[src/rtl/crank_nicolson_jacobi_step_defines.svh]
// assertion macros used by the crank-nicolson step controller
`ifndef CRANK_NICOLSON_JACOBI_STEP_DEFINES_SVH
`define CRANK_NICOLSON_JACOBI_STEP_DEFINES_SVH

// same-cycle implication, sampled on clk, off during reset
`define CNJS_ASSERT_NOW(lbl, ante, cons) \
  lbl: assert property (@(posedge clk) disable iff (!rst_n) (ante) |-> (cons)) \
    else $error("cnjs check failed");

// next-cycle implication, sampled on clk, off during reset
`define CNJS_ASSERT_NEXT(lbl, ante, cons) \
  lbl: assert property (@(posedge clk) disable iff (!rst_n) (ante) |=> (cons)) \
    else $error("cnjs check failed");

`endif

[src/rtl/cnjs_pkg.sv]
// shared types, constants and helpers of the crank-nicolson step block
package cnjs_pkg;

  localparam int POINTS = 128;
  localparam int AW     = 7;
  localparam int SW     = 24;
  localparam int CW     = 24;
  localparam int FRAC   = 20;
  localparam int CFRAC  = 16;
  localparam int NUMW   = 62;
  localparam int DENW   = 49;
  localparam int CFG_IW = 2;
  localparam int CFG_DW = 24;
  localparam int SWPW   = 8;

  localparam logic [1:0] CMD_LOAD  = 2'd0;
  localparam logic [1:0] CMD_SOLVE = 2'd1;
  localparam logic [1:0] CMD_READ  = 2'd2;

  localparam logic KIND_DONE = 1'b0;
  localparam logic KIND_READ = 1'b1;

  localparam logic [CFG_IW-1:0] CFG_SPACE_STEP_SQ = 2'd0;
  localparam logic [CFG_IW-1:0] CFG_TIME_COEF     = 2'd1;
  localparam logic [CFG_IW-1:0] CFG_SWEEP_COUNT   = 2'd2;

  localparam logic [CW-1:0]   RST_SPACE_STEP_SQ = 24'd65536;
  localparam logic [CW-1:0]   RST_TIME_COEF     = 24'd13107200;
  localparam logic [SWPW-1:0] RST_SWEEP_COUNT   = 8'd20;

  typedef logic signed [SW-1:0] sample_t;

  typedef struct packed {
    logic [1:0]           command;
    logic [AW-1:0]        point_index;
    logic signed [CW-1:0] potential;
    sample_t              wave_re;
    sample_t              wave_im;
  } in_item_t;

  typedef struct packed {
    logic          kind;
    logic [AW-1:0] out_index;
    sample_t       new_re;
    sample_t       new_im;
    logic [SW-1:0] density;
  } out_item_t;

  typedef struct packed {
    logic [AW-1:0] addr;
    logic          ld_we;
    logic          copy_rd;
    logic          cap_c;
    logic          cap_m;
    logic          cap_p;
    logic          calc_w;
    logic          mul_n;
    logic          sum_n;
    logic          div_start;
    logic          it_we;
    logic          left_clr;
    logic          rd_sq;
    logic          out_ld_done;
    logic          out_ld_read;
  } cmd_t;

  typedef struct packed {
    logic            div_done;
    logic            out_free;
    logic [SWPW-1:0] sweep_count;
  } stat_t;

  // clamp a wide diagonal term to a signed coefficient
  function automatic logic signed [CW-1:0] sat_coef(input logic signed [34:0] v);
    logic signed [34:0] hi;
    logic signed [34:0] lo;
    hi = 35'sd8388607;
    lo = -35'sd8388608;
    if (v > hi) begin
      return {1'b0, {(CW-1){1'b1}}};
    end else if (v < lo) begin
      return {1'b1, {(CW-1){1'b0}}};
    end else begin
      return v[CW-1:0];
    end
  endfunction

endpackage

[src/rtl/cnjs_ctrl.sv]
// controller: command decode, copy pass, sweep and point sequencing
`include "crank_nicolson_jacobi_step_defines.svh"

module cnjs_ctrl (
  input  logic               clk,
  input  logic               rst_n,
  input  logic               in_valid,
  output logic               in_ready,
  input  cnjs_pkg::in_item_t in_data,
  input  cnjs_pkg::stat_t    stat,
  output cnjs_pkg::cmd_t     cmd
);
  import cnjs_pkg::*;

  localparam logic [3:0] S_IDLE = 4'd0;
  localparam logic [3:0] S_COPY = 4'd1;
  localparam logic [3:0] S_PA   = 4'd2;
  localparam logic [3:0] S_PB   = 4'd3;
  localparam logic [3:0] S_PC   = 4'd4;
  localparam logic [3:0] S_PD   = 4'd5;
  localparam logic [3:0] S_PE   = 4'd6;
  localparam logic [3:0] S_PF   = 4'd7;
  localparam logic [3:0] S_PG   = 4'd8;
  localparam logic [3:0] S_PH   = 4'd9;
  localparam logic [3:0] S_DIV  = 4'd10;
  localparam logic [3:0] S_WR   = 4'd11;
  localparam logic [3:0] S_DONE = 4'd12;
  localparam logic [3:0] S_R1   = 4'd13;
  localparam logic [3:0] S_R2   = 4'd14;

  localparam logic [AW-1:0] PT_LAST = AW'(POINTS - 1);
  localparam logic [AW-1:0] PT_END  = AW'(POINTS - 2);

  logic [3:0]      state_r, state_nxt;
  logic [AW-1:0]   pt_r, pt_nxt;
  logic [SWPW-1:0] sw_r, sw_nxt;

  always_ff @(posedge clk) begin
    if (!rst_n) begin
      state_r <= S_IDLE;
      pt_r    <= '0;
      sw_r    <= '0;
    end else begin
      state_r <= state_nxt;
      pt_r    <= pt_nxt;
      sw_r    <= sw_nxt;
    end
  end

  always_comb begin
    state_nxt = state_r;
    pt_nxt    = pt_r;
    sw_nxt    = sw_r;
    cmd       = '0;
    cmd.addr  = pt_r;
    in_ready  = (state_r == S_IDLE);
    unique case (state_r)
      S_IDLE: begin
        cmd.addr = in_data.point_index;
        if (in_valid) begin
          unique case (in_data.command)
            CMD_LOAD: cmd.ld_we = 1'b1;
            CMD_SOLVE: begin
              pt_nxt    = '0;
              state_nxt = S_COPY;
            end
            CMD_READ: state_nxt = S_R1;
            default: ;
          endcase
        end
      end
      S_COPY: begin
        cmd.copy_rd = 1'b1;
        if (pt_r == PT_LAST) begin
          sw_nxt       = '0;
          pt_nxt       = AW'(1);
          cmd.left_clr = 1'b1;
          state_nxt    = (stat.sweep_count == '0) ? S_DONE : S_PA;
        end else begin
          pt_nxt = pt_r + 1'b1;
        end
      end
      S_PA: state_nxt = S_PB;
      S_PB: begin
        cmd.addr  = pt_r - 1'b1;
        cmd.cap_c = 1'b1;
        state_nxt = S_PC;
      end
      S_PC: begin
        cmd.addr  = pt_r + 1'b1;
        cmd.cap_m = 1'b1;
        state_nxt = S_PD;
      end
      S_PD: begin
        cmd.cap_p = 1'b1;
        state_nxt = S_PE;
      end
      S_PE: begin
        cmd.calc_w = 1'b1;
        state_nxt  = S_PF;
      end
      S_PF: begin
        cmd.mul_n = 1'b1;
        state_nxt = S_PG;
      end
      S_PG: begin
        cmd.sum_n = 1'b1;
        state_nxt = S_PH;
      end
      S_PH: begin
        cmd.div_start = 1'b1;
        state_nxt     = S_DIV;
      end
      S_DIV: begin
        if (stat.div_done) begin
          state_nxt = S_WR;
        end
      end
      S_WR: begin
        cmd.it_we = 1'b1;
        if (pt_r == PT_END) begin
          if ({1'b0, sw_r} + 9'd1 == {1'b0, stat.sweep_count}) begin
            state_nxt = S_DONE;
          end else begin
            sw_nxt       = sw_r + 1'b1;
            pt_nxt       = AW'(1);
            cmd.left_clr = 1'b1;
            state_nxt    = S_PA;
          end
        end else begin
          pt_nxt    = pt_r + 1'b1;
          state_nxt = S_PA;
        end
      end
      S_DONE: begin
        if (stat.out_free) begin
          cmd.out_ld_done = 1'b1;
          state_nxt       = S_IDLE;
        end
      end
      S_R1: begin
        cmd.rd_sq = 1'b1;
        state_nxt = S_R2;
      end
      S_R2: begin
        if (stat.out_free) begin
          cmd.out_ld_read = 1'b1;
          state_nxt       = S_IDLE;
        end
      end
      default: state_nxt = S_IDLE;
    endcase
  end

  `CNJS_ASSERT_NEXT(a_div_hold, (state_r == S_DIV) && !stat.div_done, state_r == S_DIV)
  `CNJS_ASSERT_NOW(a_pt_interior, state_r == S_PA, (pt_r != '0) && (pt_r <= PT_END))
  `CNJS_ASSERT_NOW(a_sweep_range, state_r == S_WR, sw_r < stat.sweep_count)
  `CNJS_ASSERT_NEXT(a_done_idle, cmd.out_ld_done, state_r == S_IDLE)

endmodule

[config.mk]
export PLATFORM = sky130hd
export DESIGN_NAME = cnjs_ctrl
export DESIGN_NICKNAME = d
export VERILOG_FILES = /design/src/rtl/cnjs_pkg.sv /design/src/rtl/cnjs_ctrl.sv
export VERILOG_INCLUDE_DIRS = /design/src /design/src/rtl
export SDC_FILE = /design/constraint.sdc
export NUM_CORES = 1
export LEC_CHECK = 0
export BUFFER_PORTS_ARGS = -buffer_cell sky130_fd_sc_hd__clkbuf_2
export CAP_MARGIN = 20
export CORE_ASPECT_RATIO = 0.6
export CORE_MARGIN = 1.5
export CORE_UTILIZATION = 28
export DETAILED_ROUTE_END_ITERATION = 16
export GPL_TIMING_DRIVEN = 1
export HOLD_SLACK_MARGIN = 0.08
export PLACE_DENSITY = 0.52
export SYNTH_ARGS = -nofsm -noshare
export SYNTH_HDL_FRONTEND = slang
export SYNTH_SLANG_ARGS = --single-unit
[constraint.sdc]
create_clock -name clk -period 2.7 [get_ports clk]
set_input_delay 0.54 -clock clk [delete_from_list [all_inputs] [get_ports clk]]
set_output_delay 0.54 -clock clk [all_outputs]
set_load 0.005 [all_outputs]
==> results by group, run 1 <==
Status
  – Status: finished clean

Final layout
  – Fillers: 736
  – Share of layout cells above drive strength 1: 24.62%
  – Final Cell Area: 0.002417 mm²
  – Synthesis-to-finish area growth: 23.85%
  – Nets@finish: 424
  – N_diodes: 0
  – Post-route core utilization: 36.05%

Timing
  – Max frequency: 389.6 MHz
  – Final setup viols: 0
  – Fin Clk Skew: 0.001771 ns
  – RSZ-0062 raised after global routing: false
  – Worst-Margin Slew: 0.5518 ns
  – Endpoints failing hold: 0
  – Pins Over Slew Limit: 0
  – Worst rel slew slack: 63.21%
  – TNS Setup: 0 ns
  – Tcrit/Tclk final: 95.05%
  – Worst hold margin: 0.5159 ns
  – Min cycle time layout: 2.566 ns

Critical path
  – WP buf/inv: 2
  – Crit path arrival time: 2.03 ns
  – Peak per-stage delay on the critical path: 0.36 ns
  – Crit-path max FO: 13
  – Worst-path cell chain: buf_4 > or2_2 > o21a_1 > nor2_2 > nand2_1 > a221o_1 > clkbuf_2
  – Slowest cell on crit path: dfxtp_1
  – Worst endpoint required time: 2.16 ns
  – Crit path max-delay family: simple AND/OR/NAND/NOR gates
  – WS Path Type: register to primary output
  – Worst Setup Start Kind: register
  – Setup crit end kind: primary output

Synthesis
  – Largest cells by area after synthesis: dfxtp_1 (19%), nor2_1 (5.6%), nand2_1 (5.4%), o21ai_0 (5.4%), a21oi_1 (4.6%)
  – Async SR Flop Fraction: 0%
  – Area share of the largest cell type after synthesis: 19.49%
  – Yosys reg bits: 19
  – Synth Instances: 280
  – Post-synth EDFFs: 0
  – Distinct cells, synth: 62
  – Yosys Warn Count: 0
  – Post-Syn Area: 0.001952 mm²
  – Synth area leader: dfxtp_1
  – Post-synth top flop: dfxtp_1
  – Seq/Total Area, Yosys: 19.49%
  – Post-Syn Nets: 378
  – Avg Cell Area, Syn: 6.971 µm²

Die
  – FP Rows: 23
  – Starting density of the core: 29.11%
  – Core footprint: 0.006705 mm²
  – Die height: 67.68 µm
  – Die Area: 0.007498 mm²
  – I/O pins: 116
  – Die Wd: 110.8 µm

CTS
  – CTS-repair resized insts: 0
  – CTS max path bufs: 2
  – Reg clk slew, reported paths: 0.06 ns
  – Setup Buffers After CTS: 0
  – Hold buffers post-CTS: 0
  – Root Driver: clkbuf_16
  – CTS Buf Count: 3
  – Clock tree sinks: 19
  – CTS tree: built
  – Clk Latency, worst-skew pair: 0.25 ns
  – H-tree levels: 1

Drt
  – Via count: 2273
  – Antenna-violating nets left: 0
  – 1st-pass router iterations: 4
  – Remaining DRCs: 0
  – WL final: 6.035 mm
  – Vias per std cell: 5.517
  – Iteration-0 DRC Markers: 114
  – Avg WL per Cell: 14.65 µm

Placed design
  – Post-detail-place hpwl: 4.718 mm
  – DP Area: 0.002325 mm²
  – GP Congestion: 0.8157
  – Input/output buffers: 43

Global routing
  – Vias in the first global route: 1912
  – Wire length of the first global-routing pass: 9.791 mm
  – Largest net degree at the start of global routing: 30
  – Antenna violations before repair: 0
  – GRT Residual Overflow: 0
  – Tot GR Track Use: 15.99%

Power
  – Pwr dens: 595.6 mW/mm²
  – Worst vdd ir: 0.3059 mV
  – LEAKAGE: 0.001008 µW

Hold path
  – Worst min path class: register to register

Run
  – MaxCap Viol Count: 0
[path summary, 6_finish.rpt]
check / start / end / slack [ns] / cells past startpoint
setup / recovery: state_r[0] / cmd[17] / 0.13 / 7
hold / removal: sw_r[0] / sw_r[0] / 0.52 / 2
setup reg to reg: sw_r[0] / sw_r[0] / 0.31 / 8
hold reg to reg: sw_r[0] / sw_r[0] / 0.52 / 2
[per-stage QoR]
| stage | std cells | total power, µW | worst slack, ns |
|---|---|---|---|
| after floorplan | 280 | 830.2 | 0.4774 |
| final | 412 | 1440 | 0.1336 |
| after global placement | 408 | 1121 | 0.2968 |
| after CTS | 412 | 1439 | 0.02300 |
| after global routing | 412 | 1550 | 0.01132 |
| after detailed placement | 408 | 1119 | 0.2938 |
[worst register-to-register path, stage by stage, from the launching register on]
cell,delay (ns)
dfxtp_2,0.35
ha_1,0.21
and3_1,0.24
and3_1,0.24
xnor2_1,0.29
nor4_4,0.09
buf_4,0.18
or4b_2,0.63
o21ai_0,0.09
[sequential cells by signal (all words and copies together) (netlist names)]
name and cells:
sw_r 8, pt_r 7, state_r 4
[synth_stat cells, types with 4 or more instances]
| cell | number |
|---|---|
| a31oi_1 | 9 |
| o21ai_0 | 21 |
| nor4_1 | 4 |
| inv_1 | 11 |
| nor2_1 | 29 |
| nand3_1 | 10 |
| nand2b_1 | 4 |
| xnor2_1 | 6 |
| dfxtp_1 | 19 |
| a21o_1 | 5 |
| xor2_1 | 6 |
| o22ai_1 | 4 |
| o21a_1 | 5 |
| buf_2 | 6 |
| nand2_1 | 28 |
| o31a_1 | 4 |
| and3_1 | 7 |
| clkbuf_1 | 12 |
| a21oi_1 | 18 |
| ha_1 | 4 |
[layout make-up]
cell class | count | area, µm² | share of cell area [%]
Tap cell | 87 | 108.9 | 4.503
Clock inverter | 1 | 7.507 | 0.3106
Sequential cell | 19 | 384.1 | 15.89
Multi-Input combinational cell | 229 | 1446 | 59.83
Timing Repair Buffer | 61 | 350.3 | 14.49
Inverter | 12 | 45.04 | 1.863
Clock buffer | 3 | 75.07 | 3.106
[metal layers]
metal | global-route usage, % | routed length (µm) | vias to the layer above
met3 | 3.232 | 301 | 0
met2 | 22.99 | 2406 | 61
li1 | - | - | 1136
met1 | 24.91 | 3327 | 1076
met4 | 1.122 | 0 | 0
met5 | 0 | 0 | -
[power by group]
part,internal (µW),switching [µW]
combinational,354,435
sequential,303,33.7
clock,200,114
[cell families (layout without fill, tap and decap cells)]
family	after synthesis	in the layout	share of synthesized area [%]
AOI/OAI and AO/OA	92	92	31.47
buffers and inverters	32	77	6.730
xor gates and xnor gates	12	12	5.385
adders and majority gates	4	4	2.564
muxes	2	2	1.090
DFF	19	19	19.49
and+or+nand+nor	119	119	33.27
[layout by cell type, fill, tap and decap left out, types with 4 or more instances in the layout]
cell type and n:
o21ai_0 21, clkbuf_2 43, xnor2_1 6, and3_1 7, inv_1 11, o31a_1 4
o21a_1 5, a31oi_1 9, ha_1 4, nand2_1 28, nor2_1 28, nor4_1 4
xor2_1 6, dfxtp_1 16, buf_4 18, a21oi_1 18, nand2b_1 4, o22ai_1 4
nand3_1 10, a21o_1 5
(Power assumes the default switching activity.)
==> run 2, diff against run 1 <==
--- a/config.mk
+++ b/config.mk
@@ -6,15 +6,15 @@
 export SDC_FILE = /design/constraint.sdc
 export NUM_CORES = 1
 export LEC_CHECK = 0
-export BUFFER_PORTS_ARGS = -buffer_cell sky130_fd_sc_hd__clkbuf_2
 export CAP_MARGIN = 20
 export CORE_ASPECT_RATIO = 0.6
 export CORE_MARGIN = 1.5
 export CORE_UTILIZATION = 28
 export DETAILED_ROUTE_END_ITERATION = 16
+export DONT_BUFFER_PORTS = 1
 export GPL_TIMING_DRIVEN = 1
 export HOLD_SLACK_MARGIN = 0.08
-export PLACE_DENSITY = 0.52
+export PLACE_DENSITY = 0.37
 export SYNTH_ARGS = -nofsm -noshare
 export SYNTH_HDL_FRONTEND = slang
 export SYNTH_SLANG_ARGS = --single-unit
==> constraint.sdc (replaced) <==
create_clock -name clk -period 3.22 [get_ports clk]
set_input_delay 0.644 -clock clk [delete_from_list [all_inputs] [get_ports clk]]
set_output_delay 0.644 -clock clk [all_outputs]
set_load 0.005 [all_outputs]
==> results by group, run 2 (synthesis results as in run 1) <==
Status
  – Status: finished clean

Global routing
  – Wire length of the first global-routing pass: 10.13 mm
  – Vias in the first global route: 1735
  – Antenna violations before repair: 0
  – Tot GR Track Use: 17.44%
  – Largest net degree at the start of global routing: 30
  – GRT Residual Overflow: 0

Placed design
  – GP Congestion: 0.7517
  – Input/output buffers: 0
  – Post-detail-place hpwl: 5.025 mm

Timing
  – Fin Clk Skew: 0.005324 ns
  – Worst rel slew slack: 45.66%
  – RSZ-0062 raised after global routing: false
  – Worst-Margin Slew: 0.8121 ns
  – Final setup viols: 0
  – Endpoints failing hold: 0
  – Tcrit/Tclk final: 92.60%
  – Max frequency: 335.4 MHz
  – Min cycle time layout: 2.982 ns
  – TNS Setup: 0 ns
  – Pins Over Slew Limit: 0

Critical path
  – Setup crit end kind: primary output
  – Worst-path cell chain: or2_1 > nor2_1 > a221oi_1 > a31oi_1 > a21o_1
  – Crit-path max FO: 14
  – WP buf/inv: 0
  – Worst Setup Start Kind: register
  – Worst endpoint required time: 2.58 ns
  – Crit path max-delay family: simple AND/OR/NAND/NOR gates
  – WS Path Type: register to primary output
  – Slowest cell on crit path: nor2_1
  – Crit path arrival time: 2.34 ns
  – Peak per-stage delay on the critical path: 0.66 ns

Final layout
  – N_diodes: 0
  – Most common cell after layout, fill and taps aside: nor2_1
  – Fillers: 744
  – Synthesis-to-finish area growth: 9.102%
  – Largest Register: sw_r
  – Top flop regs: sw_r x8, pt_r x7, state_r x4
  – Max reg flops: 8
  – Share of layout cells above drive strength 1: 8.759%
  – Nets@finish: 373
  – Commonest non-fill, non-tap cells in the layout: nor2_1 (29), nand2_1 (28), o21ai_0 (21)

CTS
  – CTS Buf Count: 3
  – Hold buffers post-CTS: 0
  – Reg clk slew, reported paths: 0.05 ns
  – Root Driver: clkbuf_16
  – CTS-repair resized insts: 0
  – H-tree levels: 1
  – CTS max path bufs: 2
  – Clock tree sinks: 19
  – Setup Buffers After CTS: 0
  – Clk Latency, worst-skew pair: 0.26 ns
  – CTS tree: built

Drt
  – Met2 WL: 2.431 mm
  – WL final: 6.501 mm
  – Avg WL per Cell: 18.01 µm
  – Wire length on met3: 439 µm
  – DR top layer: met3
  – Met1 wire length: 3.630 mm
  – Remaining DRCs: 0
  – 1st-pass router iterations: 4
  – Vias per std cell: 5.709
  – Antenna-violating nets left: 0
  – Via count: 2061
  – Iteration-0 DRC Markers: 140

Hold path
  – Worst min path class: input pin to register

Die
  – Die height: 67.68 µm
  – Die Wd: 110.8 µm
  – Die Area: 0.007498 mm²
  – I/O pins: 116
  – FP Rows: 23
  – Starting density of the core: 29.11%
  – Core footprint: 0.006705 mm²

Power
  – LEAKAGE: 0.0007808 µW
  – Tot Pwr: 1089 µW
  – Pwr dens: 511.3 mW/mm²
  – Worst vdd ir: 0.2643 mV

Run
  – MaxCap Viol Count: 0
[run 2: cell count changes in the layout (fill, tap and decap cells not counted)]
cell	change
buf_4	-8
clkinvlp_4	-1
o21ai_1	+1
o21ai_2	-1
dfxtp_1	+3
clkbuf_2	-43
dfxtp_2	-3
nor2_1	+1
clkinv_2	+1
nor2_2	-1
[run 2: where the power goes]
part	switching (µW)	total, µW	internal, µW
Sequential	38.1	290	252
Combinational	322	535	213
Clock	96.7	264	167
[run 2: routing by layer]
metal	GRT usage (%)	vias up
li1	-	1027
met3	5.027	0
met1	28.22	972
met2	22.38	62
met4	0.9615	0
met5	0	-
[run 2: worst reg2reg max path, delay by kind of cell, from the launching register on]
family | cells | cell delay, ns
simple gates | 2 | 0.34
mux | 1 | 0.38
compound gates | 3 | 0.85
fa+ha+maj | 1 | 0.37
flops | 1 | 0.51
[run 2: cell type report]
cell class                      instances  area (µm²)  area share (%)
Multi-Input combinational cell        229        1440           67.63
Sequential cell                        19       380.4           17.86
Tap cell                               87       108.9           5.112
Clock buffer                            3       75.07           3.525
Timing Repair Buffer                   10       75.07           3.525
Inverter                               12       45.04           2.115
Clock inverter                          1       5.005          0.2350
[run 2: path summary, 6_finish.rpt]
kind              cells after the start  startpoint  slack (ns)          to
setup / recovery                      5  state_r[3]        0.24     cmd[19]
hold / removal                        2       rst_n        0.52  state_r[2]
setup reg to reg                      7     pt_r[1]        0.65  state_r[3]
hold reg to reg                       2     sw_r[5]        0.54     sw_r[5]
[run 2: stage by stage]
step	instance area (µm²)	std cells	utilization (%)	worst slack (ns)	hold slack, ns
after floorplan	1952	280	-	0.8464	0.4931
after global placement	2049	357	30.57	0.5425	0.5444
after detailed placement	2049	357	30.57	0.5599	0.5349
after CTS	2130	361	31.76	0.2712	0.5001
after global routing	2130	361	31.76	0.09995	0.5121
final	2130	361	31.76	0.2382	0.5172
==> run 3, diff against run 2 <==
--- a/config.mk
+++ b/config.mk
@@ -14,6 +14,7 @@
 export DONT_BUFFER_PORTS = 1
 export GPL_TIMING_DRIVEN = 1
 export HOLD_SLACK_MARGIN = 0.08
+export MAX_ROUTING_LAYER = met4
 export PLACE_DENSITY = 0.37
 export SYNTH_ARGS = -nofsm -noshare
 export SYNTH_HDL_FRONTEND = slang
==> results by group, run 3 (synthesis results as in run 1) <==
Power
  – LEAKAGE: 0.0007808 µW
  – Tot Pwr: 1088 µW
  – Worst vdd ir: 0.2644 mV
  – Pwr dens: 510.7 mW/mm²

Timing
  – Worst rel slew slack: 45.19%
  – Max frequency: 334.4 MHz
  – TNS Setup: 0 ns
  – Worst hold margin: 0.5159 ns
  – RSZ-0062 raised after global routing: false
  – Pins Over Slew Limit: 0
  – Tcrit/Tclk final: 92.86%
  – Final setup viols: 0
  – Endpoints failing hold: 0
  – Min cycle time layout: 2.990 ns
  – Fin Clk Skew: 0.005206 ns
  – Worst-Margin Slew: 0.8191 ns

Drt
  – Antenna-violating nets left: 0
  – Vias per std cell: 5.640
  – WL final: 6.476 mm
  – Avg WL per Cell: 17.94 µm
  – Via count: 2036
  – 1st-pass router iterations: 4
  – Iteration-0 DRC Markers: 153
  – Remaining DRCs: 0

CTS
  – Root Driver: clkbuf_16
  – CTS Buf Count: 3
  – CTS tree: built
  – Reg clk slew, reported paths: 0.05 ns
  – Hold buffers post-CTS: 0
  – Setup Buffers After CTS: 0
  – H-tree levels: 1
  – Clock tree sinks: 19
  – Clk Latency, worst-skew pair: 0.26 ns
  – CTS-repair resized insts: 0
  – CTS max path bufs: 2

Final layout
  – Top flop regs: sw_r x8, pt_r x7, state_r x4
  – Max reg flops: 8
  – Most common cell after layout, fill and taps aside: nor2_1
  – Commonest non-fill, non-tap cells in the layout: nor2_1 (29), nand2_1 (28), o21ai_0 (21)
  – Final Cell Area: 0.002130 mm²
  – Largest Register: sw_r
  – Share of layout cells above drive strength 1: 8.759%
  – Non-Filler Instances: 361
  – Synthesis-to-finish area growth: 9.102%
  – N_diodes: 0
  – Nets@finish: 373

Placed design
  – Input/output buffers: 0
  – DP Area: 0.002049 mm²
  – Dpl cells: 357
  – Post-detail-place hpwl: 5.025 mm
  – GP Congestion: 0.7614

Critical path
  – R2r startpoint: pt_r[1]
  – Peak per-stage delay on the critical path: 0.64 ns
  – WP buf/inv: 2
  – Worst Setup Start Kind: register
  – Crit path max-delay family: simple AND/OR/NAND/NOR gates
  – Crit-path max FO: 14
  – Crit path arrival time: 2.35 ns
  – Worst Setup EP: cmd[19]
  – Setup crit end kind: primary output
  – R2R setup slack: 0.65 ns
  – Stages on worst setup path: 7
  – Slowest cell on crit path: nor2_1
  – Worst Setup SP: state_r[0]
  – Reg2Reg Depth: 7
  – WS Path Type: register to primary output
  – Worst endpoint required time: 2.58 ns
  – Worst-path cell chain: buf_4 > inv_1 > nand2_1 > nor2_1 > a221oi_1 > a31oi_1 > a21o_1
  – Critical R2R Capture: state_r[3]

Die
  – Die Wd: 110.8 µm
  – Core footprint: 0.006705 mm²
  – I/O pins: 116
  – FP Rows: 23
  – Die height: 67.68 µm
  – Die Area: 0.007498 mm²
  – Starting density of the core: 29.11%

Hold path
  – Worst min path class: input pin to register

Global routing
  – Largest net degree at the start of global routing: 30
  – GRT Residual Overflow: 0
  – Wire length of the first global-routing pass: 10.11 mm
  – Tot GR Track Use: 17.95%
  – Antenna violations before repair: 0
  – Vias in the first global route: 1737

Run
  – MaxCap Viol Count: 0

Status
  – Status: finished clean
## run 3: cell counts in the layout (fill, tap and decap cells not counted)
Identical to the previous run, type by type.
## run 3: area by class of cell
| type | instances | area [µm²] |
|---|---|---|
| fill | 744 | 4576 |
| multi-input combinational | 229 | 1440 |
| sequential | 19 | 380.4 |
| tap | 87 | 108.9 |
| clock buffer | 3 | 75.07 |
| timing repair buffer | 10 | 75.07 |
| inverter | 12 | 45.04 |
| clock inverter | 1 | 5.005 |
## run 3: per-layer routing
| layer | vias to the layer above | routed length, µm | GRT usage (%) |
|---|---|---|---|
| li1 | 1026 | - | - |
| met1 | 952 | 3610 | 28.17 |
| met2 | 58 | 2431 | 22.38 |
| met3 | 0 | 434 | 5.027 |
| met4 | 0 | 0 | 0.9615 |
| met5 | - | 0 | - |
## run 3: worst min path at each step
stage / slack (ns) / end / cells past startpoint / startpoint
after floorplan: 0.49 / sw_r[3] / 2 / sw_r[3]
after global placement: 0.54 / sw_r[5] / 2 / sw_r[5]
after detailed placement: 0.53 / sw_r[5] / 2 / sw_r[5]
after CTS: 0.50 / state_r[2] / 2 / rst_n
after global routing: 0.51 / state_r[3] / 2 / rst_n
final: 0.52 / state_r[2] / 2 / rst_n
## run 3: metrics by stage
stage          worst slack (ns)  util (%)
2_1_floorplan            0.8464         -
3_3_place_gp             0.5425     30.57
6_report                 0.2300     31.76
5_1_grt                 0.09996     31.76
4_1_cts                  0.2712     31.76
3_5_place_dp             0.5599     30.57
## run 3: power by group
part	switching [µW]	total, µW	internal [µW]
sequential	37.3	289	252
combinational	321	534	213
clock	96.9	264	167
